### config.mk
export PLATFORM = sky130hd
export DESIGN_NAME = ffr_addr
export DESIGN_NICKNAME = d
export VERILOG_FILES = /design/src/design/ffr_pkg.sv /design/src/design/ffr_addr.sv
export SDC_FILE = /design/constraint.sdc
export NUM_CORES = 1
export LEC_CHECK = 0
export ABC_CLOCK_PERIOD_IN_PS = 7700
export BUFFER_PORTS_ARGS = -buffer_cell sky130_fd_sc_hd__buf_2
export CAP_MARGIN = 20
export CORE_MARGIN = 3
export CORE_UTILIZATION = 50
export DETAILED_ROUTE_END_ITERATION = 7
export MAX_ROUTING_LAYER = met4
export PLACE_DENSITY = 0.72
export SLEW_MARGIN = 20
export SYNTH_ARGS = -nofsm -noshare
export SYNTH_HDL_FRONTEND = slang
export SYNTH_SLANG_ARGS = --single-unit
### constraint.sdc
create_clock -name i_clk -period 7.7 [get_ports i_clk]
set_input_delay 1.155 -clock i_clk [delete_from_list [all_inputs] [get_ports i_clk]]
set_output_delay 1.155 -clock i_clk [all_outputs]
set_load 0.005 [all_outputs]
### src/design/ffr_pkg.sv
package ffr_pkg;

    // default frame limits
    localparam int DEF_MAX_WIDTH  = 256;
    localparam int DEF_MAX_HEIGHT = 256;

    // field widths
    localparam int CH_W       = 8;
    localparam int PIX_W      = 3 * CH_W;
    localparam int CFG_DATA_W = 9;
    localparam int CFG_IDX_W  = 2;
    localparam int MODE_W     = 3;

    // register indexes
    localparam logic [CFG_IDX_W-1:0] REG_FRAME_WIDTH    = 2'd0;
    localparam logic [CFG_IDX_W-1:0] REG_FRAME_HEIGHT   = 2'd1;
    localparam logic [CFG_IDX_W-1:0] REG_TRANSFORM_MODE = 2'd2;

    // register reset values
    localparam logic [CFG_DATA_W-1:0] RST_FRAME_WIDTH  = 9'd256;
    localparam logic [CFG_DATA_W-1:0] RST_FRAME_HEIGHT = 9'd256;

    // transform modes
    localparam logic [MODE_W-1:0] MODE_FLIP_H = 3'd0;
    localparam logic [MODE_W-1:0] MODE_FLIP_V = 3'd1;
    localparam logic [MODE_W-1:0] MODE_ROT90  = 3'd2;
    localparam logic [MODE_W-1:0] MODE_ROT180 = 3'd3;
    localparam logic [MODE_W-1:0] MODE_ROT270 = 3'd4;

    // input actions
    localparam logic ACT_WRITE = 1'b0;
    localparam logic ACT_READ  = 1'b1;

    // control for one memory access
    typedef struct packed {
        logic valid;
        logic rd;
        logic last;
    } t_mem_ctl;

endpackage

### src/design/ffr_addr.sv
module ffr_addr
    import ffr_pkg::*;
#(
    parameter int MAX_WIDTH  = DEF_MAX_WIDTH,
    parameter int MAX_HEIGHT = DEF_MAX_HEIGHT,
    localparam int WDW = $clog2(MAX_WIDTH + 1),
    localparam int HDW = $clog2(MAX_HEIGHT + 1),
    localparam int CW0 = $clog2(MAX_WIDTH),
    localparam int CW  = (CW0 < 1) ? 1 : CW0,
    localparam int RW0 = $clog2(MAX_HEIGHT),
    localparam int RW  = (RW0 < 1) ? 1 : RW0,
    localparam int DW  = (CW > RW) ? CW : RW,
    localparam int OWW = (WDW > HDW) ? WDW : HDW,
    localparam int AW0 = $clog2(MAX_WIDTH * MAX_HEIGHT),
    localparam int AW  = (AW0 < 1) ? 1 : AW0,
    localparam int TW  = AW + 1
) (
    input  logic              i_clk,
    input  logic              i_rst_n,
    input  logic              i_adv,
    input  logic              i_take,
    input  logic              i_action,
    input  logic [PIX_W-1:0]  i_pix,
    input  logic [WDW-1:0]    i_w,
    input  logic [HDW-1:0]    i_h,
    input  logic [TW-1:0]     i_total,
    input  logic [MODE_W-1:0] i_mode,
    output t_mem_ctl          o_ctl,
    output logic [AW-1:0]     o_addr,
    output logic [PIX_W-1:0]  o_pix
);

    logic [CW-1:0]      r_col;
    logic [RW-1:0]      r_row;
    logic [AW-1:0]      r_rpos;

    logic [CW:0]        c_cur;
    logic [RW:0]        r_cur;
    logic [CW:0]        c_nxt;
    logic [RW:0]        r_nxt;
    logic [CW-1:0]      x;
    logic [RW-1:0]      y;
    logic [DW-1:0]      u;
    logic [DW-1:0]      v;
    logic [OWW-1:0]     ow;
    logic [AW-1:0]      p;
    logic [TW-1:0]      p_inc;
    logic               p_last;

    t_mem_ctl           r1_ctl;
    logic [DW-1:0]      r1_u;
    logic [DW-1:0]      r1_v;
    logic [OWW-1:0]     r1_ow;
    logic [AW-1:0]      r1_raddr;
    logic [PIX_W-1:0]   r1_pix;
    logic [DW+OWW-1:0]  lin;

    t_mem_ctl           r2_ctl;
    logic [AW-1:0]      r2_addr;
    logic [PIX_W-1:0]   r2_pix;

    // source position, wrapped into the current frame, and the one after it
    always_comb begin
        c_cur = {1'b0, r_col};
        r_cur = {1'b0, r_row};
        if (c_cur >= i_w) begin
            c_cur = '0;
            r_cur = r_cur + 1'b1;
        end
        if (r_cur >= i_h) begin
            r_cur = '0;
        end
        x = c_cur[CW-1:0];
        y = r_cur[RW-1:0];
        c_nxt = c_cur + 1'b1;
        r_nxt = r_cur;
        if (c_nxt >= i_w) begin
            c_nxt = '0;
            r_nxt = r_cur + 1'b1;
            if (r_nxt >= i_h) begin
                r_nxt = '0;
            end
        end
    end

    // destination coordinates for the transform
    always_comb begin
        case (i_mode)
            MODE_FLIP_H: begin
                u  = DW'(i_w - 1'b1 - x);
                v  = DW'(y);
                ow = OWW'(i_w);
            end
            MODE_FLIP_V: begin
                u  = DW'(x);
                v  = DW'(i_h - 1'b1 - y);
                ow = OWW'(i_w);
            end
            MODE_ROT90: begin
                u  = DW'(i_h - 1'b1 - y);
                v  = DW'(x);
                ow = OWW'(i_h);
            end
            MODE_ROT180: begin
                u  = DW'(i_w - 1'b1 - x);
                v  = DW'(i_h - 1'b1 - y);
                ow = OWW'(i_w);
            end
            MODE_ROT270: begin
                u  = DW'(y);
                v  = DW'(i_w - 1'b1 - x);
                ow = OWW'(i_h);
            end
            default: begin
                u  = DW'(x);
                v  = DW'(y);
                ow = OWW'(i_w);
            end
        endcase
    end

    // readout position, wrapped into the current frame
    always_comb begin
        p      = (TW'(r_rpos) >= i_total) ? '0 : r_rpos;
        p_inc  = TW'(p) + 1'b1;
        p_last = (p_inc == i_total);
    end

    // position counters
    always_ff @(posedge i_clk) begin
        if (!i_rst_n) begin
            r_col  <= '0;
            r_row  <= '0;
            r_rpos <= '0;
        end else if (i_take) begin
            if (i_action == ACT_WRITE) begin
                r_col <= c_nxt[CW-1:0];
                r_row <= r_nxt[RW-1:0];
            end else begin
                r_rpos <= p_last ? '0 : p_inc[AW-1:0];
            end
        end
    end

    // stage 1: coordinates
    always_ff @(posedge i_clk) begin
        if (!i_rst_n) begin
            r1_ctl <= '0;
        end else if (i_adv) begin
            r1_ctl.valid <= i_take;
            r1_ctl.rd    <= (i_action == ACT_READ);
            r1_ctl.last  <= p_last;
        end
    end

    always_ff @(posedge i_clk) begin
        if (i_adv) begin
            r1_u     <= u;
            r1_v     <= v;
            r1_ow    <= ow;
            r1_raddr <= p;
            r1_pix   <= i_pix;
        end
    end

    // stage 2: linear address
    assign lin = (DW+OWW)'(r1_v) * (DW+OWW)'(r1_ow) + (DW+OWW)'(r1_u);

    always_ff @(posedge i_clk) begin
        if (!i_rst_n) begin
            r2_ctl <= '0;
        end else if (i_adv) begin
            r2_ctl <= r1_ctl;
        end
    end

    always_ff @(posedge i_clk) begin
        if (i_adv) begin
            r2_addr <= r1_ctl.rd ? r1_raddr : lin[AW-1:0];
            r2_pix  <= r1_pix;
        end
    end

    assign o_ctl  = r2_ctl;
    assign o_addr = r2_addr;
    assign o_pix  = r2_pix;

endmodule

==> results.tsv <==
metric	value	unit
vias	9694	
regToRegSetupSlack	1.34	ns
ys_seq_elements	143	
post-place-cells	1603	
worstMarginPinSlew	0.994	ns
clockBufferDepth	2	
clock.fmax	148	MHz
cts_tree	done	
arrival	7.10	ns
initialDrtViolationCount	760	
finalWirelength	31000	um
gp_congestion	0.998	
wl_per_cell	19.0	um
antenna_found_initial	1	
area_delta_synth_final	12.5	%
cts_resized	0	
cp_max_fo	13	
final_nets	1560	
final_cell_mix	135 x inv_1, 135 x nand2_1, 108 x buf_2	
placed_area	12400	um^2
initial_core_util	50.9	%
dp_hpwl	24100	um
die_h	158	um
violations	DRC	
post-route-period-util	87.6	%
power.density	225	nW/um^2
setup_ws	0.951	ns
cts-root-buf	clkbuf_16	
die-area	25000	um^2
fin_cells	1636	
yosys_warnings	0	
ys_seq_area_share	33.8	%
hold_depth	0	
ios	110	
grt_pass1_vias	9373	
syn_inst	1250	
outcome	complete, but fails checks	
fin_setup_tns	0	ns
dp_slack	0.673	ns
netlist.area_leader.share	27.3	%
relSlewSlack	33.7	%
fin_area	13000	um^2
grt_setup_unrepaired	no	
vias_per_cell	5.93	
netlist_top_cells_area	edfxtp_1 27%, ha_1 11%, fa_1 8.8%	
ir_drop	0.000149	V
cts_inserted_buffers	17	
drc	2	
drv_slew	0	
drive_gt1_share	13.9	%
grt_pass1_wl	49600	um
die_x	158	um
netlist_area	11600	um^2
cp-startpoint	i_w[0]	
crit_type	in2reg	
hold_path.class	reg2reg	
h-tree-depth	4	
maxCapViolCount	0	
ant_nets	0	
critPathLaunchType	input port	
hold_viol_final	0	
fp.coreArea	22700	um^2
cts_setup_buffers	0	
grt_max_degree	67	
synth.distinct_cells	86	
fin_crit	6.75	ns
clock_skew	0.0196	ns
r2r_cells	28	
synth_flop_cell	edfxtp_1	
synth_area_leader_cell	edfxtp_1	
synth_edf_count	105	
track_usage	26.1	%
placementRows	55	
firstDrtPassIters	8	
clock_latency	0.44	ns
power.leakage	5.65	nW
finalSetupViolations	0	
avgSynthCellArea	9.25	um^2
reg2reg_to	r_row[4]	
cts.sinks	143	
r2r-start	r_col[0]	
cts_hold_buf	0	
cp-end-kind	flop	
crit_end	r_row[4]	
overflow	0	
synthArstFlopShare	0	%
syn_nets	1473	
critical_path_required	8.06	ns
io_buffer_count	109	
clk_pin_slew_worst_paths	0.08	ns
-- final cells by class --
class                      instances  area (um^2)
timing repair buffer             125          668
sequential                       143         3910
multi-input combinational        913         6920
fill                            2010         9700
inverter                         137          514
clock inverter                    15          206
tap                              285          357
antenna                            1         2.50
clock buffer                      17          425
-- worst max-delay path, cell delays in order --
cell and delay (ns):
buf_2 0.13, ha_1 0.28, nand2b_1 0.14, a21o_1 0.19, a21oi_1 0.21, o31a_1 0.48, or3_1 0.19, and2_1 0.25
ha_1 0.27, nand2b_1 0.14, a21o_1 0.17, a211oi_1 0.24, nor3_1 0.10, o22ai_1 0.23, nand2b_1 0.20, inv_1 0.17
ha_1 0.22, a21bo_2 0.25, nor4b_1 0.26, buf_4 0.19, xnor2_1 0.07, ha_1 0.19, a2111oi_0 0.37, a21oi_1 0.16
nor3_1 0.42, o21a_1 0.19, o21ai_0 0.07, a31oi_1 0.15
-- cells in the mapped netlist, types with 13 or more instances --
cell type	count
inv_1	135
o21ai_0	66
nor3_1	22
xor2_1	14
xnor2_1	36
and2_1	46
clkbuf_1	48
nor2_1	78
nand2_1	135
nand4_1	16
ha_1	105
o211ai_1	13
a21oi_1	65
dfxtp_1	38
fa_1	51
nand3_1	38
edfxtp_1	105
-- cells by family (layout without fill, tap and decap cells) --
family / after synthesis / in the layout / share of synthesized area [%]
flip-flops: 143 / 143 / 33.8
XOR/XNOR: 50 / 50 / 3.79
other: 0 / 1 / 0
AND/OR/NAND/NOR: 419 / 419 / 18.4
AO/OA/AOI/OAI: 270 / 270 / 15.7
adder cells (fa/ha/maj): 156 / 156 / 20.2
buffers and inverters: 194 / 294 / 6.48
multiplexers: 18 / 18 / 1.66
-- metrics by stage --
stage                     utilization, %  total power [mW]  hold WS, ns
after floorplan                        -              1.76        0.400
after global placement              54.5              2.05        0.401
after detailed placement            54.5              2.10        0.405
after CTS                           57.3              2.95        0.413
after global routing                57.3              3.13        0.420
final                               57.3              2.92        0.409
-- worst min-delay path by stage --
stage | from | to
3_5_place_dp | r1_pix[0] | o_pix[0]
5_1_grt | r1_pix[7] | o_pix[7]
6_report | r1_pix[19] | o_pix[19]
3_3_place_gp | r1_pix[1] | o_pix[1]
2_1_floorplan | r1_pix[0] | o_pix[0]
4_1_cts | r1_pix[19] | o_pix[19]
-- metal layers --
| layer | vias to the layer above | wire length, um | global-route usage (%) | part of all wire [%] |
|---|---|---|---|---|
| li1 | 4624 | - | - | - |
| met1 | 4655 | 13700 | 34.3 | 44 |
| met2 | 374 | 14300 | 40.5 | 46 |
| met3 | 41 | 2480 | 6.53 | 8.0 |
| met4 | 0 | 554 | 7.21 | 1.8 |
| met5 | - | 0 | - | 0 |
-- state kept, by name, summed over array words and instances (netlist names), 9 cells and up --
name,cells
o_pix,24
r1_ow,9
r1_pix,24
r1_raddr,16
o_addr,16
r_rpos,16
-- where the power goes --
group	internal [mW]	switching, mW	total, mW	leakage (nW)
Sequential	0.951	0.0453	0.996	1.34
Clock	0.447	0.399	0.847	0.304
Combinational	0.458	0.619	1.08	4.00
Total	1.86	1.06	2.92	5.65
Note: power is estimated with default switching activity, not from simulation.
