[src/design/ffr_pkg.sv]
package ffr_pkg;

    // default frame limits
    localparam int DEF_MAX_WIDTH  = 256;
    localparam int DEF_MAX_HEIGHT = 256;

    // field widths
    localparam int CH_W       = 8;
    localparam int PIX_W      = 3 * CH_W;
    localparam int CFG_DATA_W = 9;
    localparam int CFG_IDX_W  = 2;
    localparam int MODE_W     = 3;

    // register indexes
    localparam logic [CFG_IDX_W-1:0] REG_FRAME_WIDTH    = 2'd0;
    localparam logic [CFG_IDX_W-1:0] REG_FRAME_HEIGHT   = 2'd1;
    localparam logic [CFG_IDX_W-1:0] REG_TRANSFORM_MODE = 2'd2;

    // register reset values
    localparam logic [CFG_DATA_W-1:0] RST_FRAME_WIDTH  = 9'd256;
    localparam logic [CFG_DATA_W-1:0] RST_FRAME_HEIGHT = 9'd256;

    // transform modes
    localparam logic [MODE_W-1:0] MODE_FLIP_H = 3'd0;
    localparam logic [MODE_W-1:0] MODE_FLIP_V = 3'd1;
    localparam logic [MODE_W-1:0] MODE_ROT90  = 3'd2;
    localparam logic [MODE_W-1:0] MODE_ROT180 = 3'd3;
    localparam logic [MODE_W-1:0] MODE_ROT270 = 3'd4;

    // input actions
    localparam logic ACT_WRITE = 1'b0;
    localparam logic ACT_READ  = 1'b1;

    // control for one memory access
    typedef struct packed {
        logic valid;
        logic rd;
        logic last;
    } t_mem_ctl;

endpackage

[src/design/ffr_cfg.sv]
module ffr_cfg
    import ffr_pkg::*;
#(
    parameter int MAX_WIDTH  = DEF_MAX_WIDTH,
    parameter int MAX_HEIGHT = DEF_MAX_HEIGHT,
    localparam int WDW = $clog2(MAX_WIDTH + 1),
    localparam int HDW = $clog2(MAX_HEIGHT + 1),
    localparam int AW0 = $clog2(MAX_WIDTH * MAX_HEIGHT),
    localparam int AW  = (AW0 < 1) ? 1 : AW0,
    localparam int TW  = AW + 1
) (
    input  logic                  i_clk,
    input  logic                  i_rst_n,
    input  logic                  i_cfg_we,
    input  logic [CFG_IDX_W-1:0]  i_cfg_idx,
    input  logic [CFG_DATA_W-1:0] i_cfg_data,
    output logic [WDW-1:0]        o_w,
    output logic [HDW-1:0]        o_h,
    output logic [TW-1:0]         o_total,
    output logic [MODE_W-1:0]     o_mode,
    output logic                  o_settle
);

    logic [CFG_DATA_W-1:0] r_frame_width;
    logic [CFG_DATA_W-1:0] r_frame_height;
    logic [MODE_W-1:0]     r_mode;
    logic                  r_settle;
    logic [TW-1:0]         r_total;
    logic [WDW+HDW-1:0]    prod;

    // register writes
    always_ff @(posedge i_clk) begin
        if (!i_rst_n) begin
            r_frame_width  <= RST_FRAME_WIDTH;
            r_frame_height <= RST_FRAME_HEIGHT;
            r_mode         <= MODE_FLIP_H;
            r_settle       <= 1'b1;
        end else begin
            r_settle <= i_cfg_we;
            if (i_cfg_we) begin
                unique case (i_cfg_idx)
                    REG_FRAME_WIDTH:    r_frame_width  <= i_cfg_data;
                    REG_FRAME_HEIGHT:   r_frame_height <= i_cfg_data;
                    REG_TRANSFORM_MODE: r_mode         <= i_cfg_data[MODE_W-1:0];
                    default: ;
                endcase
            end
        end
    end

    // clamp sizes into 1..max
    always_comb begin
        if (r_frame_width == '0) begin
            o_w = WDW'(1);
        end else if (32'(r_frame_width) > MAX_WIDTH) begin
            o_w = WDW'(MAX_WIDTH);
        end else begin
            o_w = WDW'(r_frame_width);
        end
        if (r_frame_height == '0) begin
            o_h = HDW'(1);
        end else if (32'(r_frame_height) > MAX_HEIGHT) begin
            o_h = HDW'(MAX_HEIGHT);
        end else begin
            o_h = HDW'(r_frame_height);
        end
    end

    // pixel count of the frame, registered; the input is held off after a write while it settles
    assign prod = (WDW+HDW)'(o_w) * (WDW+HDW)'(o_h);

    always_ff @(posedge i_clk) begin
        r_total <= prod[TW-1:0];
    end

    assign o_total  = r_total;
    assign o_mode   = r_mode;
    assign o_settle = r_settle;

endmodule

[config.mk]
export PLATFORM = sky130hd
export DESIGN_NAME = ffr_cfg
export DESIGN_NICKNAME = d
export VERILOG_FILES = /design/src/design/ffr_pkg.sv /design/src/design/ffr_cfg.sv
export SDC_FILE = /design/constraint.sdc
export NUM_CORES = 1
export LEC_CHECK = 0
export BUFFER_PORTS_ARGS = -buffer_cell sky130_fd_sc_hd__buf_2
export CORE_MARGIN = 2
export CORE_UTILIZATION = 53
export DETAILED_ROUTE_END_ITERATION = 6
export GPL_TIMING_DRIVEN = 0
export HOLD_SLACK_MARGIN = 0.05
export PLACE_DENSITY = 0.77
export SLEW_MARGIN = 20
export SYNTH_ARGS = -nofsm -noshare
export SYNTH_HDL_FRONTEND = slang
export SYNTH_SLANG_ARGS = --single-unit
[constraint.sdc]
create_clock -name i_clk -period 4.6 [get_ports i_clk]
set_clock_uncertainty 0.05 [all_clocks]
set_input_delay 0.69 -clock i_clk [delete_from_list [all_inputs] [get_ports i_clk]]
set_output_delay 0.69 -clock i_clk [all_outputs]
set_load 0.01 [all_outputs]
==> impl_metrics.env, run 1 <==
export IMPL_synth_xor_area_share=0.02931
export IMPL_synth_compound_area_frac=0.05926
export IMPL_tns_ns=0
export IMPL_grt_max_degree=15
export IMPL_wl_met1_microns=3342
export IMPL_p_int_mw=0.5467
export IMPL_dieArea_sq_mm=0.008031
export IMPL_seqPwrFrac=0.479
export IMPL_whs_path_depth=2
export IMPL_layout_commonest_cell="inv_1"
export IMPL_std_cell_rows=31
export IMPL_antenna_found_initial=0
export IMPL_cts_sinks=39
export IMPL_seq_area_frac_synth=0.2010
export IMPL_synth_cell_types=44
export IMPL_max_cap_violations=0
export IMPL_routed_wl_microns=8443
export IMPL_dr_pass1_iters=4
export IMPL_slew_violations=0
export IMPL_numPortBuffers=52
export IMPL_cts_htree_levels=2
export IMPL_cp_num_buf_inv=3
export IMPL_critical_path_reg2reg_startpoint="r_frame_height[7]"
export IMPL_power_total_mw=0.7364
export IMPL_postSynthAreaPerCell_sq_um=8.809
export IMPL_ioPinCount=53
export IMPL_post_route_period_util=0.9685
export IMPL_synth_area_mux_share=0.05411
export IMPL_yosys_warnings=0
export IMPL_slew_limit_headroom=0.7404
export IMPL_final_cell_mix="83 x inv_1, 57 x buf_2, 48 x fa_1"
export IMPL_arrival_ns=4.61
export IMPL_ant_nets=0
export IMPL_synth_area_sq_mm=0.003885
export IMPL_r2r_end="o_total[11]"
export IMPL_fmax_mhz=224.5
export IMPL_wl_met2_microns=4441
export IMPL_top_layer="met4"
export IMPL_fp_dieW_microns=89.62
export IMPL_drt_iter0_markers=155
export IMPL_area_growth_synth_to_final_pct=20.55
export IMPL_switching_power_mw=0.1896
export IMPL_ctsRootBufferMaster="clkbuf_8"
export IMPL_syn_inst=441
export IMPL_holdWs_ns=0.4745
export IMPL_hp_class="flop to flop"
export IMPL_core_area_sq_mm=0.007176
export IMPL_tightest_slew_ns=0.3895
export IMPL_grtUsageTotal=0.2260
export IMPL_grt_overflow=0
export IMPL_cp_cell_sequence="nor4_4 -> a21oi_2 -> nor2_4 -> nand2_1 -> fa_1 -> inv_1 -> fa_1 -> ha_1 -> inv_1 -> fa_1 -> inv_1 -> ha_1 -> a211oi_2 -> o21bai_4 -> a2111oi_4 -> nor2_1 -> xor2_1"
export IMPL_start_kind="flop"
export IMPL_synthSimpleGateAreaFrac=0.1836
export IMPL_synthArstFlopShare=0
export IMPL_pwr_share_comb=0.100
export IMPL_worstRegToRegCells=17
export IMPL_crit_type="flop to flop"
export IMPL_cpPeakStageDelay_ns=0.53
export IMPL_clk_pin_slew_ns=0.09
export IMPL_fin_cells=608
export IMPL_nets=607
export IMPL_fillers=581
export IMPL_met3WireLength_microns=484
export IMPL_rsz0062_at_grt="true"
export IMPL_cts_hold_fix_buffers=0
export IMPL_ir_drop_mv=0.1039
export IMPL_r2r_slack_ns=0.14
export IMPL_endpoint_kind="flop"
export IMPL_swShare=0.2575
export IMPL_worstPathRequired_ns=4.75
export IMPL_grt_pass1_wl_microns=14030
export IMPL_num_antenna_cells=0
export IMPL_vias=3141
export IMPL_status="finished clean"
export IMPL_leakage_nw=2.512
export IMPL_layout_drive_gt1_share=0.2436
export IMPL_wl_per_cell_microns=13.89
export IMPL_cts_tree="done"
export IMPL_synth_top_family_by_area="adder cells"
export IMPL_setup_ws_ns=0.1448
export IMPL_place_inst=592
export IMPL_gp_congestion=0.9743
export IMPL_via_per_inst=5.166
export IMPL_grt_pass1_vias=3217
export IMPL_dp_hpwl_microns=6458
export IMPL_setup_violations=0
export IMPL_p_clk_frac=0.421
export IMPL_start_util=0.5414
export IMPL_cts_inserted_buffers=5
export IMPL_clk_latency_ns=0.31
export IMPL_dp_slack_ns=-0.4789
export IMPL_synthesis_nets=540
export IMPL_crit_family="adder cells"
export IMPL_synth_seq_cells=39
export IMPL_cts_buffer_depth=2
export IMPL_hold_end="o_mode[0]"
export IMPL_power_density_mw_per_mm2=157.2
export IMPL_synthFlopType="dfxtp_1"
export IMPL_period_minus_slack_ns=4.455
export IMPL_die_h_microns=89.62
export IMPL_critPathMaxFanout=6
export IMPL_hp_start="o_mode[0]"
export IMPL_synthAdderAreaFrac=0.3684
export IMPL_critPathSlowestCell="fa_1"
export IMPL_synth_edf_count=0
export IMPL_hold_viol_final=0
export IMPL_drc=0
-- per-stage QoR --
step	utilization	area, sq um
finish	0.6527	4683
global route	0.6527	4683
floorplan	-	3885
CTS	0.6303	4523
detailed placement	0.5949	4269
global placement	0.5949	4269
-- how the worst max path moves through the flow --
stage / startpoint / endpoint / slack [ns] / cells after the start
finish: r_frame_height[7] / o_total[11] / 0.14 / 17
global route: r_frame_height[7] / o_total[14] / -0.08 / 17
CTS: r_frame_height[7] / o_total[11] / 0.005 / 17
detailed placement: r_frame_width[4] / o_total[14] / -0.48 / 18
global placement: r_frame_width[4] / o_total[14] / -0.48 / 18
floorplan: r_frame_width[4] / o_total[14] / 0.06 / 18
-- Yosys cell counts (2+ instances only) --
cell      instances  area, sq um
nand2_1          45        168.9
nor3b_1           2        15.01
nand4_1           2        12.51
nand3b_1          2        15.01
xor2_1            3        26.28
mux2i_1          21        210.2
ha_1             36        450.4
a31oi_1           2        12.51
a21o_1            4        30.03
nand2b_1         14        87.58
inv_1            89        334.1
a21oi_1           9        45.04
xnor2_1          10        87.58
fa_1             49        980.9
nor2b_1          22        137.6
buf_2             6        30.03
nor2_1           33        123.9
o21ai_0           4        20.02
dfxtp_1          39        780.8
nor3_1            6        30.03
and2_1           12        75.07
nor4_1            2        12.51
clkbuf_1          8        30.03
-- metal layers --
metal,vias up,global-route usage
met2,92,0.3930
met4,0,0.07463
met5,-,0
met3,14,0.04845
li1,1495,-
met1,1540,0.2790
-- final cells by class --
class	count	area, sq um	area share
well taps	99	123.9	0.02645
inverters	91	347.8	0.07427
clock inverters	3	47.55	0.01015
multi-input cells	296	2903	0.6198
clock buffers	5	68.82	0.01469
repair buffers	62	335.3	0.07160
plain buffers	13	65.06	0.01389
flip-flops and latches	39	792.0	0.1691
-- registers in the layout (all words and copies together) (netlist names) --
signal,count
r_frame_width,9
o_total,17
r_frame_height,9
o_mode,3
o_settle,1
-- kinds of logic (layout without fill, tap and decap cells) --
family,Yosys count,after routing
compound gates,32,32
xor+xnor,13,13
fa+ha+maj,85,85
buf+inv,106,174
flops,39,39
mux,21,21
simple gates,145,145
-- worst reg2reg max path, stage by stage, from the launching register on --
cell       delay, ns
dfxtp_2         0.36
nor4_4          0.31
a21oi_2         0.12
nor2_4          0.19
nand2_1         0.11
fa_1            0.50
inv_1           0.06
fa_1            0.47
ha_1            0.30
inv_1           0.05
fa_1            0.53
inv_1           0.06
ha_1            0.31
a211oi_2        0.32
o21bai_4        0.13
a2111oi_4       0.29
nor2_1          0.08
xor2_1          0.14
-- power by group through the flow --
stage	sequential (mW)	clock, mW	combinational, mW
2_1_floorplan	0.359	0	0.0389
3_3_place_gp	0.358	0	0.0601
3_5_place_dp	0.359	0	0.0619
4_1_cts	0.352	0.313	0.0706
5_1_grt	0.354	0.324	0.0815
6_report	0.353	0.310	0.0734
-- what timing repair did --
action | 4_1_cts | 5_1_grt
endpoints found under the setup margin | 6 | 6
cloned | 0 | 0
pin swaps | 13 | 15
buffers inserted | 7 | 3
gates resized for setup | 25 | 35
(Power assumes the default switching activity.)
==> run 2: changes to the inputs <==
Clock period 4.6 ns to 3.65 ns, I/O delays scaled along.
==> run 2 against run 1 <==
Net effect: the flow now finishes with violations (setup timing); critical path depth is 1 lower; utilization is 5.0 points higher; first-iteration DRC count is 21% higher; largest power group unchanged; combinational power is 40% higher; die area stayed put; maximum frequency is 2.5% lower; via count is 2.5% higher; sequential cell count stayed put; global-route usage is 2.9 points higher; setup slack worse by 1.1 ns; sequential power is 26% higher; critical path type unchanged; largest cell class unchanged; final cell count is 2.5% higher.
==> impl_metrics.env, run 2 (synthesis gave the netlist of run 1 again) <==
export IMPL_stdcell_area_sq_mm=0.005039
export IMPL_setup_ws_ns=-0.9184
export IMPL_holdWs_ns=0.3994
export IMPL_period_minus_slack_ns=4.568
export IMPL_tns_ns=-6.710
export IMPL_fillers=533
export IMPL_cts_buffer_depth=2
export IMPL_ant_nets=0
export IMPL_leakage_nw=2.632
export IMPL_vias=3220
export IMPL_arrival_ns=4.73
export IMPL_ctsRootBufferMaster="clkbuf_8"
export IMPL_hold_viol_final=0
export IMPL_largest_register_ffs=17
export IMPL_start_kind="flop"
export IMPL_gp_congestion=0.8921
export IMPL_dr_pass1_iters=4
export IMPL_dp_slack_ns=-1.094
export IMPL_clk_pin_slew_ns=0.09
export IMPL_slew_violations=0
export IMPL_grt_max_degree=13
export IMPL_cpPeakStageDelay_ns=0.54
export IMPL_dieArea_sq_mm=0.008031
export IMPL_utilization=0.7022
export IMPL_num_antenna_cells=0
export IMPL_cts_htree_levels=2
export IMPL_critPathMaxFanout=10
export IMPL_layout_drive_gt1_share=0.3492
export IMPL_antenna_found_initial=0
export IMPL_std_cell_rows=31
export IMPL_wl_per_cell_microns=15.43
export IMPL_grt_overflow=0
export IMPL_grt_pass1_vias=3444
export IMPL_die_h_microns=89.62
export IMPL_nets=623
export IMPL_clk_latency_ns=0.31
export IMPL_power_density_mw_per_mm2=182.9
export IMPL_start_util=0.5414
export IMPL_cts_hold_fix_buffers=0
export IMPL_place_inst=592
export IMPL_grt_use_met3=0.05576
export IMPL_fin_cells=623
export IMPL_met1_usage=0.2995
export IMPL_ioPinCount=53
export IMPL_cts_inserted_buffers=5
export IMPL_multi_input_area_sq_mm=0.003112
export IMPL_cts_sinks=39
export IMPL_fmax_mhz=218.9
export IMPL_grt_pass1_wl_microns=15640
export IMPL_worstPathRequired_ns=3.81
export IMPL_post_route_period_util=1.252
export IMPL_dp_hpwl_microns=6689
export IMPL_grtUsageTotal=0.2549
export IMPL_power_total_mw=0.9216
export IMPL_cts_tree="done"
export IMPL_status="complete, but fails checks"
export IMPL_drt_iter0_markers=188
export IMPL_seq_area_sq_um=794.5
export IMPL_fp_dieW_microns=89.62
export IMPL_met2_usage=0.4572
export IMPL_crit_path_frequent_cell="fa_1"
export IMPL_max_cap_violations=0
export IMPL_hp_class="primary input to flop"
export IMPL_final_cell_mix="69 x inv_1, 56 x buf_2, 42 x fa_1"
export IMPL_core_area_sq_mm=0.007176
export IMPL_violations="setup timing"
export IMPL_tightest_slew_ns=0.3467
export IMPL_cp_cell_sequence="buf_6 -> nand2b_2 -> inv_1 -> nand2_1 -> fa_1 -> fa_1 -> inv_2 -> fa_1 -> inv_1 -> fa_1 -> inv_2 -> ha_4 -> nand4_1 -> a211oi_4 -> o21ai_2 -> o311ai_1"
export IMPL_numPortBuffers=52
export IMPL_area_growth_synth_to_final_pct=29.69
export IMPL_routed_wl_microns=9614
export IMPL_critPathSlowestCell="fa_1"
export IMPL_layout_commonest_cell="inv_1"
export IMPL_crit_type="flop to flop"
export IMPL_drc=0
export IMPL_slew_limit_headroom=0.7689
export IMPL_grt_busiest_layer="met2"
export IMPL_rsz0062_at_grt="true"
export IMPL_setup_violations=11
export IMPL_via_per_inst=5.169
export IMPL_dpl_cell_area_sq_mm=0.004400
export IMPL_endpoint_kind="flop"
export IMPL_ir_drop_mv=0.1514
## run 2: changes by cell type in the layout (fill, tap and decap cells not counted), sizes merged
cell | previous run | this run
buf | 69 | 83
clkbuf | 11 | 13
inv | 91 | 89
clkinv | 1 | 2
## run 2: path summary, 6_finish.rpt
path,from,to,slack (ns),cells past startpoint
setup / recovery,r_frame_height[8],o_total[14],-0.92,16
hold reg to reg,o_mode[0],o_mode[0],0.47,2
setup reg to reg,r_frame_height[8],o_total[14],-0.92,16
hold / removal,i_rst_n,o_settle,0.40,2
## run 2: timing repair
action | 4_1_cts | 5_1_grt
setup endpoints to repair | 12 | 12
resized for setup | 57 | 38
hold endpoints to repair | 0 | 0
setup buffers | 16 | 9
pin swaps | 34 | 36
## run 2: metal layers
| layer | share of wire | vias up |
|---|---|---|
| li1 | - | 1516 |
| met1 | 0.40 | 1588 |
| met2 | 0.53 | 94 |
| met3 | 0.046 | 22 |
| met4 | 0.024 | 0 |
| met5 | 0 | - |
## run 2: layout make-up
cell class,instances,share of cell area
plain buffers,14,0.01664
well taps,99,0.02458
repair buffers,77,0.09262
flip-flops and latches,39,0.1577
inverters,91,0.06978
clock buffers,5,0.01366
clock inverters,2,0.007450
multi-input cells,296,0.6176
## run 2: critical path, delay by kind of cell (launching register included)
family | cells | cell delay [ns]
buffers and inverters | 5 | 0.51
AND/OR/NAND/NOR | 3 | 0.52
flip-flops | 1 | 0.34
adder cells (fa/ha/maj) | 5 | 2.34
AO/OA/AOI/OAI | 3 | 0.67
## run 2: report_power, final
part	switching [mW]	internal (mW)	total, mW	leakage [nW]
combinational	0.0523	0.0503	0.103	2.26
clock	0.175	0.200	0.375	0.0502
sequential	0.00889	0.435	0.444	0.319
==> run 3: changes to the inputs <==
Settings changed: ABC_AREA from default to 1, CORE_UTILIZATION 53 to 35, CTS_CLUSTER_SIZE from default to 28, PLACE_DENSITY 0.77 to default.
==> run 3 against run 2 <==
Net effect: the flow still finishes with violations (setup timing); first-iteration DRC count shrank 34%; register-to-register slack improved by 0.55 ns; power up 21%; critical path type unchanged; largest cell class unchanged; largest power group is now clock; highest routed layer unchanged.
==> impl_metrics.env, run 3 <==
export IMPL_status="complete, but fails checks"
export IMPL_violations="setup timing"
export IMPL_slew_violations=0
export IMPL_critPathMaxFanout=7
export IMPL_synth_area_mux_share=0
export IMPL_worstPathRequired_ns=3.79
export IMPL_die_h_microns=111.9
export IMPL_p_clk_frac=0.444
export IMPL_critical_path_reg2reg_startpoint="r_frame_width[8]"
export IMPL_cpPeakStageDelay_ns=0.51
export IMPL_start_kind="flop"
export IMPL_clk_pin_slew_ns=0.07
export IMPL_num_antenna_cells=0
export IMPL_swShare=0.2760
export IMPL_numPortBuffers=52
export IMPL_synth_xor_area_share=0.01289
export IMPL_cp_num_buf_inv=7
export IMPL_crit_path_frequent_cell="fa_1"
export IMPL_ioPinCount=53
export IMPL_dr_pass1_iters=4
export IMPL_ir_drop_mv=0.2132
export IMPL_synth_top_area_cell="fa_1"
export IMPL_p_int_mw=0.8083
export IMPL_switching_power_mw=0.3081
export IMPL_crit_type="flop to flop"
export IMPL_whs_path_depth=2
export IMPL_holdWs_ns=0.4041
export IMPL_area_growth_synth_to_final_pct=39.93
export IMPL_dp_hpwl_microns=7906
export IMPL_std_cell_rows=39
export IMPL_synth_seq_cells=39
export IMPL_dp_slack_ns=-0.4915
export IMPL_post_route_period_util=1.102
export IMPL_synthTopCellsByCount="120 x inv_1, 109 x nand2_1, 80 x nor2_1, 49 x fa_1, 39 x dfxtp_1"
export IMPL_clk_latency_ns=0.29
export IMPL_synthFlopType="dfxtp_1"
export IMPL_fin_cells=795
export IMPL_leakage_nw=2.969
export IMPL_yosys_warnings=0
export IMPL_cts_htree_levels=2
export IMPL_setup_violations=9
export IMPL_max_cap_violations=0
export IMPL_cp_cell_sequence="inv_6 -> buf_12 -> buf_6 -> buf_4 -> nor2_4 -> fa_1 -> fa_1 -> fa_1 -> inv_1 -> fa_1 -> inv_2 -> ha_4 -> nand2_4 -> inv_1 -> nand2_1 -> nand2_2 -> nand2_2 -> nand2_2 -> nor2_4 -> nand2_1 -> nand2_1"
export IMPL_critPathSlowestCell="fa_1"
export IMPL_synth_top_family_by_area="adder cells"
export IMPL_layout_commonest_cell="inv_1"
export IMPL_tns_ns=-2.746
export IMPL_synth_cell_types=25
export IMPL_syn_inst=551
export IMPL_worstRegToRegCells=21
export IMPL_tightest_slew_ns=0.3669
export IMPL_synth_area_top_cells="fa_1 24%, dfxtp_1 19%, ha_1 11%"
export IMPL_hp_class="flop to flop"
export IMPL_postSynthAreaPerCell_sq_um=7.398
export IMPL_place_inst=746
export IMPL_cts_sinks=39
export IMPL_seq_area_frac_synth=0.1915
export IMPL_cts_tree="done"
export IMPL_synthSimpleGateAreaFrac=0.2471
export IMPL_grt_max_degree=15
export IMPL_synthArstFlopShare=0
export IMPL_slew_limit_headroom=0.7554
export IMPL_setup_ws_ns=-0.3731
export IMPL_crit_family="adder cells"
export IMPL_nets=750
export IMPL_antenna_found_initial=0
export IMPL_drt_iter0_markers=124
export IMPL_period_minus_slack_ns=4.023
export IMPL_rsz0062_at_grt="true"
export IMPL_grt_pass1_vias=3846
export IMPL_yosysTopAreaCellShare=0.2406
export IMPL_yosysMostFrequentCell="inv_1"
export IMPL_pwr_share_comb=0.146
export IMPL_wl_per_cell_microns=12.88
export IMPL_core_area_sq_mm=0.01137
export IMPL_gp_congestion=0.9045
export IMPL_ant_nets=0
export IMPL_vias=3619
export IMPL_synth_area_sq_mm=0.004076
export IMPL_start_util=0.3585
export IMPL_synthesis_nets=650
export IMPL_synthAdderAreaFrac=0.3511
export IMPL_synth_compound_area_frac=0.05801
export IMPL_cts_inserted_buffers=5
export IMPL_hold_end="o_mode[1]"
export IMPL_final_cell_mix="99 x inv_1, 82 x nand2_1, 53 x buf_2"
export IMPL_fmax_mhz=248.6
export IMPL_fp_dieW_microns=111.9
export IMPL_arrival_ns=4.17
export IMPL_largest_register_ffs=17
export IMPL_hold_viol_final=0
export IMPL_synth_edf_count=0
export IMPL_drc=0
export IMPL_via_per_inst=4.552
export IMPL_dieArea_sq_mm=0.01253
export IMPL_grt_overflow=0
export IMPL_hp_start="o_mode[1]"
export IMPL_seqPwrFrac=0.410
export IMPL_power_density_mw_per_mm2=195.7
export IMPL_ctsRootBufferMaster="clkbuf_16"
export IMPL_r2r_slack_ns=-0.37
export IMPL_endpoint_kind="flop"
export IMPL_r2r_end="o_total[16]"
export IMPL_grtUsageTotal=0.1703
export IMPL_grt_pass1_wl_microns=17320
export IMPL_layout_drive_gt1_share=0.4034
export IMPL_cts_buffer_depth=2
export IMPL_power_total_mw=1.116
export IMPL_routed_wl_microns=10240
## run 3: cell types whose count changed after synthesis, moves of 15 or more
cell	before	now
mux2i_1	21	0
o21ai_0	4	19
inv_1	89	120
nor2b_1	22	0
nand2_1	45	109
nand3_1	1	16
nor2_1	33	80
## run 3: cells by family after synthesis
group,count (synthesis)
compound gates,43
flops,39
simple gates,233
xor+xnor,6
buf+inv,145
fa+ha+maj,85
## run 3: power groups by stage
stage | Combinational, mW | Sequential [mW] | Clock (mW)
finish | 0.163 | 0.458 | 0.495
global route | 0.180 | 0.460 | 0.530
CTS | 0.156 | 0.454 | 0.512
detailed placement | 0.133 | 0.465 | 0
global placement | 0.130 | 0.465 | 0
floorplan | 0.0913 | 0.466 | 0
## run 3: how the worst max path moves through the flow
stage,from,cells past startpoint,slack [ns],to
after floorplan,r_frame_width[5],21,-0.16,o_total[12]
after global placement,r_frame_width[5],23,-0.44,o_total[16]
after detailed placement,r_frame_width[8],23,-0.49,o_total[16]
after CTS,r_frame_width[8],21,-0.32,o_total[16]
after global routing,r_frame_width[8],17,-0.52,o_total[13]
final,r_frame_width[8],21,-0.37,o_total[16]
## run 3: per-layer routing
metal / up-vias / wire length (microns) / global-route usage
met4: 0 / 211 / 0.04362
met2: 77 / 5186 / 0.3152
met1: 1692 / 4434 / 0.1997
li1: 1831 / - / -
met5: - / 0 / 0
met3: 19 / 408 / 0.03593
## run 3: layout make-up
cell class,instances,area (sq um)
fill,1098,5665
sequential,39,808.3
clock inverter,2,16.27
timing repair buffer,94,586.8
multi-input combinational,367,3334
clock buffer,6,150.1
inverter,137,569.3
buffer,7,60.06
tap,143,178.9
## run 3: what timing repair did
action                                  4_1_cts  5_1_grt
endpoints found under the setup margin       12       12
pin swaps                                    43       40
hold buffers                                  0        0
resized for setup                            66       57
buffers inserted                             30       12
## run 3: stage by stage
| step | util | area (sq um) |
|---|---|---|
| after global routing | 0.5017 | 5704 |
| final | 0.5017 | 5704 |
| after CTS | 0.4762 | 5414 |
| after global placement | 0.4210 | 4787 |
| after floorplan | - | 4348 |
| after detailed placement | 0.4210 | 4787 |
## run 3: worst reg2reg max path, stage by stage, from the launching register on
cell and delay, ns:
dfxtp_4 0.44, inv_6 0.05, buf_12 0.15, buf_6 0.12, buf_4 0.14, nor2_4 0.08, fa_1 0.41, fa_1 0.49
fa_1 0.51, inv_1 0.05, fa_1 0.49, inv_2 0.05, ha_4 0.31, nand2_4 0.08, inv_1 0.06, nand2_1 0.05
nand2_2 0.09, nand2_2 0.08, nand2_2 0.08, nor2_4 0.04, nand2_1 0.06, nand2_1 0.04
